===== config.mk =====
export PLATFORM = sky130hd
export DESIGN_NAME = boundary_tag_heap_allocator_core
export DESIGN_NICKNAME = d
export VERILOG_FILES = /design/src/hdl/bthalloc_pkg.sv /design/src/hdl/boundary_tag_heap_allocator_core.sv
export SDC_FILE = /design/constraint.sdc
export NUM_CORES = 1
export LEC_CHECK = 0
export ABC_AREA = 0
export BUFFER_PORTS_ARGS = -buffer_cell sky130_fd_sc_hd__clkbuf_2
export CORE_UTILIZATION = 40
export CTS_BUF_LIST = sky130_fd_sc_hd__clkbuf_4 sky130_fd_sc_hd__clkbuf_8
export DETAILED_ROUTE_END_ITERATION = 16
export GPL_TIMING_DRIVEN = 0
export PLACE_DENSITY_LB_ADDON = 0.08
export SETUP_SLACK_MARGIN = 0.1
export SKIP_LAST_GASP = 1
export SYNTH_ARGS = -nofsm -noshare
export SYNTH_HDL_FRONTEND = slang
export SYNTH_SLANG_ARGS = --single-unit

===== constraint.sdc =====
create_clock -name clk -period 17.7 [get_ports clk]
set_clock_uncertainty 0.05 [all_clocks]
set_input_delay 0 -clock clk [delete_from_list [all_inputs] [get_ports clk]]
set_output_delay 0 -clock clk [all_outputs]
set_load 0.02 [all_outputs]

===== src/hdl/bthalloc_pkg.sv =====
`default_nettype none
package bthalloc_pkg;
  localparam int HEAP_BYTES_DEF = 128;
  localparam int MIN_SPLIT = 3;

  localparam logic [1:0] MODE_ALLOC = 2'd0;
  localparam logic [1:0] MODE_FREE  = 2'd1;
  localparam logic [1:0] MODE_WRITE = 2'd2;
  localparam logic [1:0] MODE_READ  = 2'd3;

  localparam logic [1:0] ST_OK     = 2'd0;
  localparam logic [1:0] ST_NO_FIT = 2'd1;
  localparam logic [1:0] ST_BAD    = 2'd2;

  typedef struct packed {
    logic [1:0] status;
    logic [6:0] payload_address;
    logic [7:0] read_data;
  } result_t;
endpackage
`default_nettype wire


===== src/hdl/boundary_tag_heap_allocator_core.sv =====
`default_nettype none
// Boundary-tag heap allocator over a HEAP_BYTES-byte heap held in one
// memory with one write port and one read port. After reset a clearing
// pass rebuilds the initial single free block; no request is taken
// meanwhile. Every request goes through a sequencer: read fetches the
// byte and returns it, write stores it; allocate walks block headers,
// then clears the payload one byte a cycle and writes the tags; free
// walks headers the same way, reads the next header, then clears the
// merged block one byte a cycle. A finished result moves to an output
// register, so the next request can start while it waits; a later result
// is held in the sequencer until the output register has been taken.
module boundary_tag_heap_allocator_core #(
  parameter int HEAP_BYTES = bthalloc_pkg::HEAP_BYTES_DEF
) (
  input  wire         clk,
  input  wire         rst_n,
  input  wire         cfg_we,
  input  wire         cfg_wdata,
  input  wire         in_tvalid,
  output logic        in_tready,
  // mode[1:0], request_size[8:2], address[15:9], write_data[23:16]
  input  wire  [23:0] in_tdata,
  output logic        out_tvalid,
  input  wire         out_tready,
  // status[1:0], payload_address[8:2], read_data[16:9], zero[23:17]
  output logic [23:0] out_tdata
);
  import bthalloc_pkg::*;

  localparam int AW = $clog2(HEAP_BYTES);
  // Addresses and sums are held in 9 bits so h+s+1 never wraps.
  localparam int XW = 9;
  localparam logic [XW-1:0] HB = XW'(HEAP_BYTES);

  localparam logic [3:0] S_CLR   = 4'd0;
  localparam logic [3:0] S_IDLE  = 4'd1;
  localparam logic [3:0] S_RD    = 4'd2;
  localparam logic [3:0] S_RDW   = 4'd3;
  localparam logic [3:0] S_WHDR  = 4'd4;
  localparam logic [3:0] S_WCHK  = 4'd5;
  localparam logic [3:0] S_ZERO  = 4'd6;
  localparam logic [3:0] S_TAG0  = 4'd7;
  localparam logic [3:0] S_TAG1  = 4'd8;
  localparam logic [3:0] S_TAG2  = 4'd9;
  localparam logic [3:0] S_TAG3  = 4'd10;
  localparam logic [3:0] S_NHDR  = 4'd11;
  localparam logic [3:0] S_NCHK  = 4'd12;
  localparam logic [3:0] S_DONE  = 4'd13;

  logic [7:0] mem [HEAP_BYTES];
  logic [7:0] rdata_r;

  logic [3:0]    state_r, state_nxt;
  logic          policy_r;
  logic [1:0]    mode_r, mode_nxt;
  logic [6:0]    req_r, req_nxt;
  logic [XW-1:0] adr_r, adr_nxt;
  logic [7:0]    wd_r, wd_nxt;
  logic [XW-1:0] h_r, h_nxt;          // walk pointer
  logic [XW-1:0] ph_r, ph_nxt;        // previous header (free)
  logic          pfree_r, pfree_nxt;
  logic          found_r, found_nxt;
  logic [XW-1:0] bh_r, bh_nxt;        // chosen/start block
  logic [6:0]    bs_r, bs_nxt;        // chosen size
  logic [XW-1:0] end_r, end_nxt;      // footer position (free)
  logic [XW-1:0] ptr_r, ptr_nxt;      // clearing pointer
  logic          out_v_r, out_v_nxt;
  result_t       res_r, res_nxt;
  result_t       out_res_r, out_res_nxt;

  logic          we;
  logic [AW-1:0] waddr, raddr;
  logic [7:0]    wdat;

  always_ff @(posedge clk) begin
    if (we) mem[waddr] <= wdat;
    rdata_r <= mem[raddr];
  end

  always_ff @(posedge clk) begin
    if (!rst_n) begin
      state_r  <= S_CLR;
      policy_r <= 1'b0;
      out_v_r  <= 1'b0;
      ptr_r    <= '0;
    end else begin
      state_r <= state_nxt;
      out_v_r <= out_v_nxt;
      ptr_r   <= ptr_nxt;
      if (cfg_we) policy_r <= cfg_wdata;
    end
    mode_r <= mode_nxt; req_r <= req_nxt; adr_r <= adr_nxt; wd_r <= wd_nxt;
    h_r <= h_nxt; ph_r <= ph_nxt; pfree_r <= pfree_nxt; found_r <= found_nxt;
    bh_r <= bh_nxt; bs_r <= bs_nxt; end_r <= end_nxt; res_r <= res_nxt;
    out_res_r <= out_res_nxt;
  end

  assign in_tready  = (state_r == S_IDLE);
  assign out_tvalid = out_v_r;
  assign out_tdata  = {7'd0, out_res_r.read_data, out_res_r.payload_address,
                       out_res_r.status};

  // Shared arithmetic on the header just read.
  logic [6:0]    s_rd;
  logic          a_rd;
  logic [XW-1:0] foot;
  logic          valid_h;
  logic [6:0]    gap;
  assign s_rd    = rdata_r[7:1];
  assign a_rd    = rdata_r[0];
  assign foot    = h_r + XW'(s_rd) + XW'(1);
  assign valid_h = (h_r < HB) && (foot < HB);
  assign gap     = bs_r - req_r;

  always_comb begin
    state_nxt = state_r; out_v_nxt = out_v_r; ptr_nxt = ptr_r;
    mode_nxt = mode_r; req_nxt = req_r; adr_nxt = adr_r; wd_nxt = wd_r;
    h_nxt = h_r; ph_nxt = ph_r; pfree_nxt = pfree_r; found_nxt = found_r;
    bh_nxt = bh_r; bs_nxt = bs_r; end_nxt = end_r; res_nxt = res_r;
    out_res_nxt = out_res_r;
    we = 1'b0; waddr = '0; wdat = '0; raddr = AW'(h_r);
    if (out_v_r && out_tready) out_v_nxt = 1'b0;
    unique case (state_r)
      S_CLR: begin
        we = 1'b1; waddr = AW'(ptr_r);
        wdat = (ptr_r == '0 || ptr_r == HB - XW'(1)) ?
               {7'(HEAP_BYTES - 2), 1'b0} : 8'd0;
        ptr_nxt = ptr_r + XW'(1);
        if (ptr_r == HB - XW'(1)) state_nxt = S_IDLE;
      end
      S_IDLE: begin
        if (in_tvalid && in_tready) begin
          mode_nxt = in_tdata[1:0];
          req_nxt  = (in_tdata[8:2] == 7'd0) ? 7'd1 : in_tdata[8:2];
          adr_nxt  = XW'(in_tdata[15:9]);
          wd_nxt   = in_tdata[23:16];
          h_nxt = '0; pfree_nxt = 1'b0; found_nxt = 1'b0;
          res_nxt = '0;
          unique case (in_tdata[1:0])
            MODE_ALLOC: state_nxt = S_RD;
            MODE_FREE: begin
              if (in_tdata[15:9] == 7'd0 || XW'(in_tdata[15:9]) >= HB) begin
                res_nxt.status = ST_BAD; state_nxt = S_DONE;
              end else state_nxt = S_RD;
            end
            default: begin
              if (XW'(in_tdata[15:9]) >= HB) begin
                res_nxt.status = ST_BAD; state_nxt = S_DONE;
              end else if (in_tdata[1:0] == MODE_WRITE) begin
                state_nxt = S_WCHK; // reused as write slot
              end else begin
                // The byte is fetched now so that it is ready in S_RDW.
                raddr = AW'(in_tdata[15:9]);
                h_nxt = XW'(in_tdata[15:9]); state_nxt = S_RDW;
              end
            end
          endcase
        end
      end
      S_RD: begin
        // Header at h_r read into rdata_r for the next cycle.
        if (h_r >= HB) begin
          state_nxt = (mode_r == MODE_ALLOC) ? S_WHDR : S_WHDR;
        end else state_nxt = S_WHDR;
      end
      S_RDW: begin
        if (mode_r == MODE_READ) begin
          res_nxt.read_data = rdata_r;
        end
        state_nxt = S_DONE;
      end
      S_WCHK: begin
        we = 1'b1; waddr = AW'(adr_r); wdat = wd_r; state_nxt = S_DONE;
      end
      S_WHDR: begin
        if (mode_r == MODE_ALLOC) begin
          if (!valid_h) begin
            if (found_r) begin
              ptr_nxt = bh_r + XW'(1); state_nxt = S_ZERO;
            end else begin
              res_nxt.status = ST_NO_FIT; state_nxt = S_DONE;
            end
          end else begin
            if (!a_rd && s_rd >= req_r &&
                (!found_r || (policy_r && s_rd < bs_r))) begin
              found_nxt = 1'b1; bh_nxt = h_r; bs_nxt = s_rd;
            end
            if (!a_rd && s_rd >= req_r && !found_r && !policy_r) begin
              ptr_nxt = h_r + XW'(1); state_nxt = S_ZERO;
            end else begin
              h_nxt = foot + XW'(1); state_nxt = S_RD;
            end
          end
        end else begin
          if (!valid_h) begin
            res_nxt.status = ST_BAD; state_nxt = S_DONE;
          end else if (h_r == adr_r - XW'(1)) begin
            if (!a_rd) begin
              res_nxt.status = ST_BAD; state_nxt = S_DONE;
            end else begin
              bh_nxt  = pfree_r ? ph_r : h_r;
              end_nxt = foot;
              h_nxt   = foot + XW'(1);
              state_nxt = S_NHDR;
            end
          end else begin
            ph_nxt = h_r; pfree_nxt = !a_rd;
            h_nxt = foot + XW'(1); state_nxt = S_RD;
          end
        end
      end
      S_NHDR: state_nxt = S_NCHK;
      S_NCHK: begin
        if (valid_h && !a_rd) end_nxt = foot;
        ptr_nxt = bh_r + XW'(1);
        state_nxt = S_ZERO;
      end
      S_ZERO: begin
        if (mode_r == MODE_ALLOC) begin
          if (ptr_r > bh_r + XW'(bs_r)) state_nxt = S_TAG0;
          else begin
            we = 1'b1; waddr = AW'(ptr_r); ptr_nxt = ptr_r + XW'(1);
          end
        end else begin
          if (ptr_r >= end_r) state_nxt = S_TAG0;
          else begin
            we = 1'b1; waddr = AW'(ptr_r); ptr_nxt = ptr_r + XW'(1);
          end
        end
      end
      S_TAG0: begin
        we = 1'b1; waddr = AW'(bh_r); state_nxt = S_TAG1;
        if (mode_r == MODE_ALLOC)
          wdat = (gap >= 7'(MIN_SPLIT)) ? {req_r, 1'b1} : {bs_r, 1'b1};
        else wdat = {7'(end_r - bh_r - XW'(1)), 1'b0};
      end
      S_TAG1: begin
        we = 1'b1; state_nxt = S_TAG2;
        if (mode_r == MODE_ALLOC) begin
          if (gap >= 7'(MIN_SPLIT)) begin
            waddr = AW'(bh_r + XW'(req_r) + XW'(1)); wdat = {req_r, 1'b1};
          end else begin
            waddr = AW'(bh_r + XW'(bs_r) + XW'(1)); wdat = {bs_r, 1'b1};
            state_nxt = S_DONE;
          end
          res_nxt.payload_address = 7'(bh_r + XW'(1));
        end else begin
          waddr = AW'(end_r); wdat = {7'(end_r - bh_r - XW'(1)), 1'b0};
          state_nxt = S_DONE;
        end
      end
      S_TAG2: begin
        we = 1'b1; waddr = AW'(bh_r + XW'(req_r) + XW'(2));
        wdat = {gap - 7'd2, 1'b0}; state_nxt = S_TAG3;
      end
      S_TAG3: begin
        we = 1'b1; waddr = AW'(bh_r + XW'(bs_r) + XW'(1));
        wdat = {gap - 7'd2, 1'b0}; state_nxt = S_DONE;
      end
      S_DONE: begin
        if (!out_v_r || out_tready) begin
          out_v_nxt = 1'b1; out_res_nxt = res_r; state_nxt = S_IDLE;
        end
      end
      default: state_nxt = S_IDLE;
    endcase
  end
endmodule
`default_nettype wire

==> metrics <==
vias in the first global route=~33000; Die ar.=125000 µm²; share of cells above drive strength 1=0.129; worst setup path class=flop to flop; DRC errors left=0; I/O Pins=56; Final ANT Viol Nets=0; post-synthesis cell type count=81; clock-pin slew on the worst setup and hold paths=0.06 ns; DR iter-0 viols=between 3000 and 4000; # Max-Cap Violations=2; minimum clock period=roughly 7.6 ns; Pwr Total=approximately 7300 µW; initial antenna violation count=5; flops & latches, synth=about 1200; DR vias/cell=about 5.7; Post-Route WL=172000 µm; Mapped Area=between 40000 and 50000 µm²; worst-margin pin slew=1.53 ns; Non-Filler Instances=5992; Slowest Stage Delay on Critical Path=approximately 1.1 ns; largest net degree at the start of global routing=38; outcome=finished with violations; worst vdd ir=between 0.00009 and 0.0001 V; Worst path slowest cell=nand3_1; # port buffers=47; via count=around 34000; pwr dens=approximately 130 nW/µm²; Post-Syn Instances=just under 4000; final RePlAce weighted congestion=between 0.9 and 1; clock root buffer=clkbuf_8; Worst EP arrival=between 8 and 9 ns; DRT Pass-1 Iters=6; Post-synth ARST share=0; synth warn=0; Synth top area share=0.684; Switching Share=0.296; Die X=between 300 and 400 µm; RSZ-0062 raised after global routing=false; P_leak=0.0199 µW; Fin. Hold Viols=0; Worst EP required=between 15 and 20 ns; Max clock buf depth=3; Cell Int Power=approximately 5100 µW; CTS tree=done; Comb power frac=0.183; TNS Setup=0 ns; Flop pwr share=0.480; dominant cells by area after synthesis=edfxtp_1 68%, nand2_1 6.1%, nand3_1 3.4%, a21oi_1 2.2%, nor2_1 2.0%; gr usage total=0.273; failing checks=capacitance limit, slew limit; Synth Area per Inst=approximately 13 µm²; wire per inst=28.8 µm; clk sink count=1150; cell row count=roughly 130; first-pass GRT wire length=242000 µm; CP Buf/Inv Count=2; area grow syn2layout=15.7%; cell family with most CP delay=simple AND/OR/NAND/NOR gates; Critical Path Fanout Max=10; TritonCTS Buffers=approximately 200; crit-path cells=ha_1 > inv_1 > fa_1 > nor2b_1 > o221ai_1 > a21oi_1 > o21ai_0 > xor2_1 > ha_1 > o211ai_1 > nor2_1 > o21ai_0 > a21oi_1 > o21ai_1 > a221oi_1 > nand3_1 > buf_2 > nor2_1; placed insts=between 5000 and 6000; Main synth FF type=edfxtp_1; Overflow after GRT=0; Initial Util=0.405; fin area=between 50000 and 60000 µm²; Setup crit end kind=flop; Core Region=roughly 120000 µm²; # H-tree levels=4; WHS=0.0911 ns; Die Y=354 µm; Clock Power Share=0.337; Psw=between 2000 and 2500 µW; Fmax=0.132 GHz; fill count=around 11000; Final period util=0.427; normalized max-slew margin=-0.0487; Hold WC Path Type=input port to flop; PostCTS Resize Cnt=0; sequential-to-total area share from yosys stat=0.693; Final setup viols=0; Post-layout nets=roughly 4300; HPWL Detailed=around 120000 µm; Area after DPL=between 50000 and 60000 µm²; dominant cell type by area after synthesis=edfxtp_1; startpoint types=flop; Skew-Pair Late Insertion Delay=0.93 ns; Post-synth EDFFs=between 1000 and 1500; final count of pins violating max slew=2
-- cell usage after synthesis, types with 33 or more instances --
library cell / instances
edfxtp_1: 1127
mux4_2: 33
buf_2: 62
xnor2_1: 41
clkbuf_1: 113
nor2_1: 258
nand3_1: 338
ha_1: 74
o21ai_0: 69
a221oi_1: 38
nand2_1: 800
a21oi_1: 221
mux2i_1: 92
inv_1: 59
-- sequential cells by signal, indices dropped and copies added (netlist names), 8 cells and up --
name       cells
ptr_r          9
bh_r           9
h_r            9
wd_r           8
res_r         17
end_r          9
out_tdata     17
ph_r           9
mem         1024
rdata_r        8
-- placed cells by master, fill, tap and decap left out, drive strengths merged, types with 31 or more instances in the layout --
cell type | synthesis | final
buf | 100 | 137
clkbuf | 114 | 437
inv | 59 | 69
o21ai | 71 | 71
xnor2 | 41 | 41
nand2 | 800 | 800
a221oi | 40 | 40
mux4 | 33 | 33
nor3 | 32 | 32
nand3 | 338 | 338
nor2 | 259 | 259
a21oi | 221 | 221
xor2 | 31 | 31
mux2i | 92 | 92
clkinv | 0 | 69
ha | 74 | 74
a22oi | 32 | 32
edfxtp | 1127 | 1127
nor4 | 32 | 32
dlygate4sd3 | 0 | 59
-- metal layers --
metal,vias up,global-route usage,share of wire
met2,1472,0.423,0.46
li1,15095,-,-
met5,-,0,0.000075
met1,17081,0.381,0.43
met4,2,0.106,0.037
met3,301,0.0495,0.073
-- worst paths after layout --
kind,from,end,slack [ns],cells after the start
worst min register to register,res_r[8],out_tdata[2],0.37,0
worst min-delay path,in_tdata[11],adr_r[2],0.09,2
worst max register to register,bh_r[0],mem[97][2],10.14,18
worst max-delay path,bh_r[0],mem[97][2],10.14,18
-- layout make-up --
cell class / instances / area, µm² / area share
flip-flops and latches: 1150 / 34300 / 0.599
multi-input cells: 2435 / 14200 / 0.247
clock buffers: 274 / 3310 / 0.0579
well taps: 1625 / 2030 / 0.0355
repair buffers: 145 / 1630 / 0.0285
plain buffers: 214 / 935 / 0.0163
clock inverters: 87 / 663 / 0.0116
inverters: 59 / 221 / 0.00387
diodes: 3 / 7.51 / 0.000131
-- power by group through the flow --
| stage | logic (µW) | clock network, µW | registers, µW |
|---|---|---|---|
| CTS | 1320 | 2500 | 3510 |
| finish | 1340 | 2460 | 3510 |
| global route | 1390 | 2610 | 3510 |
| floorplan | 504 | 0 | 3710 |
| global placement | 1030 | 0 | 4000 |
| detailed placement | 1310 | 0 | 3560 |
-- cell families (layout without fill, tap and decap cells) --
| group | Yosys count | in the layout | share of synthesized area |
|---|---|---|---|
| simple gates | 1592 | 1592 | 0.140 |
| flops | 1150 | 1150 | 0.693 |
| compound gates | 543 | 543 | 0.0718 |
| buf+inv | 273 | 779 | 0.0234 |
| mux | 140 | 140 | 0.0370 |
| fa+ha+maj | 79 | 79 | 0.0207 |
| xor+xnor | 74 | 74 | 0.0137 |
| other cells | 1 | 10 | 0.0000758 |
-- repair_timing --
item                      4_1_cts  5_1_grt
setup buffers                   0        0
hold endpoints to repair       74        0
hold buffers                   59        0
-- per-stage QoR --
stage / util / setup WS (ns)
global placement: 0.424 / -2.17
detailed placement: 0.431 / 10.36
global route: 0.469 / 10.0
CTS: 0.468 / 10.37
finish: 0.469 / 10.14
floorplan: - / 8.70
No activity file was read; power rests on OpenSTA's default activity.
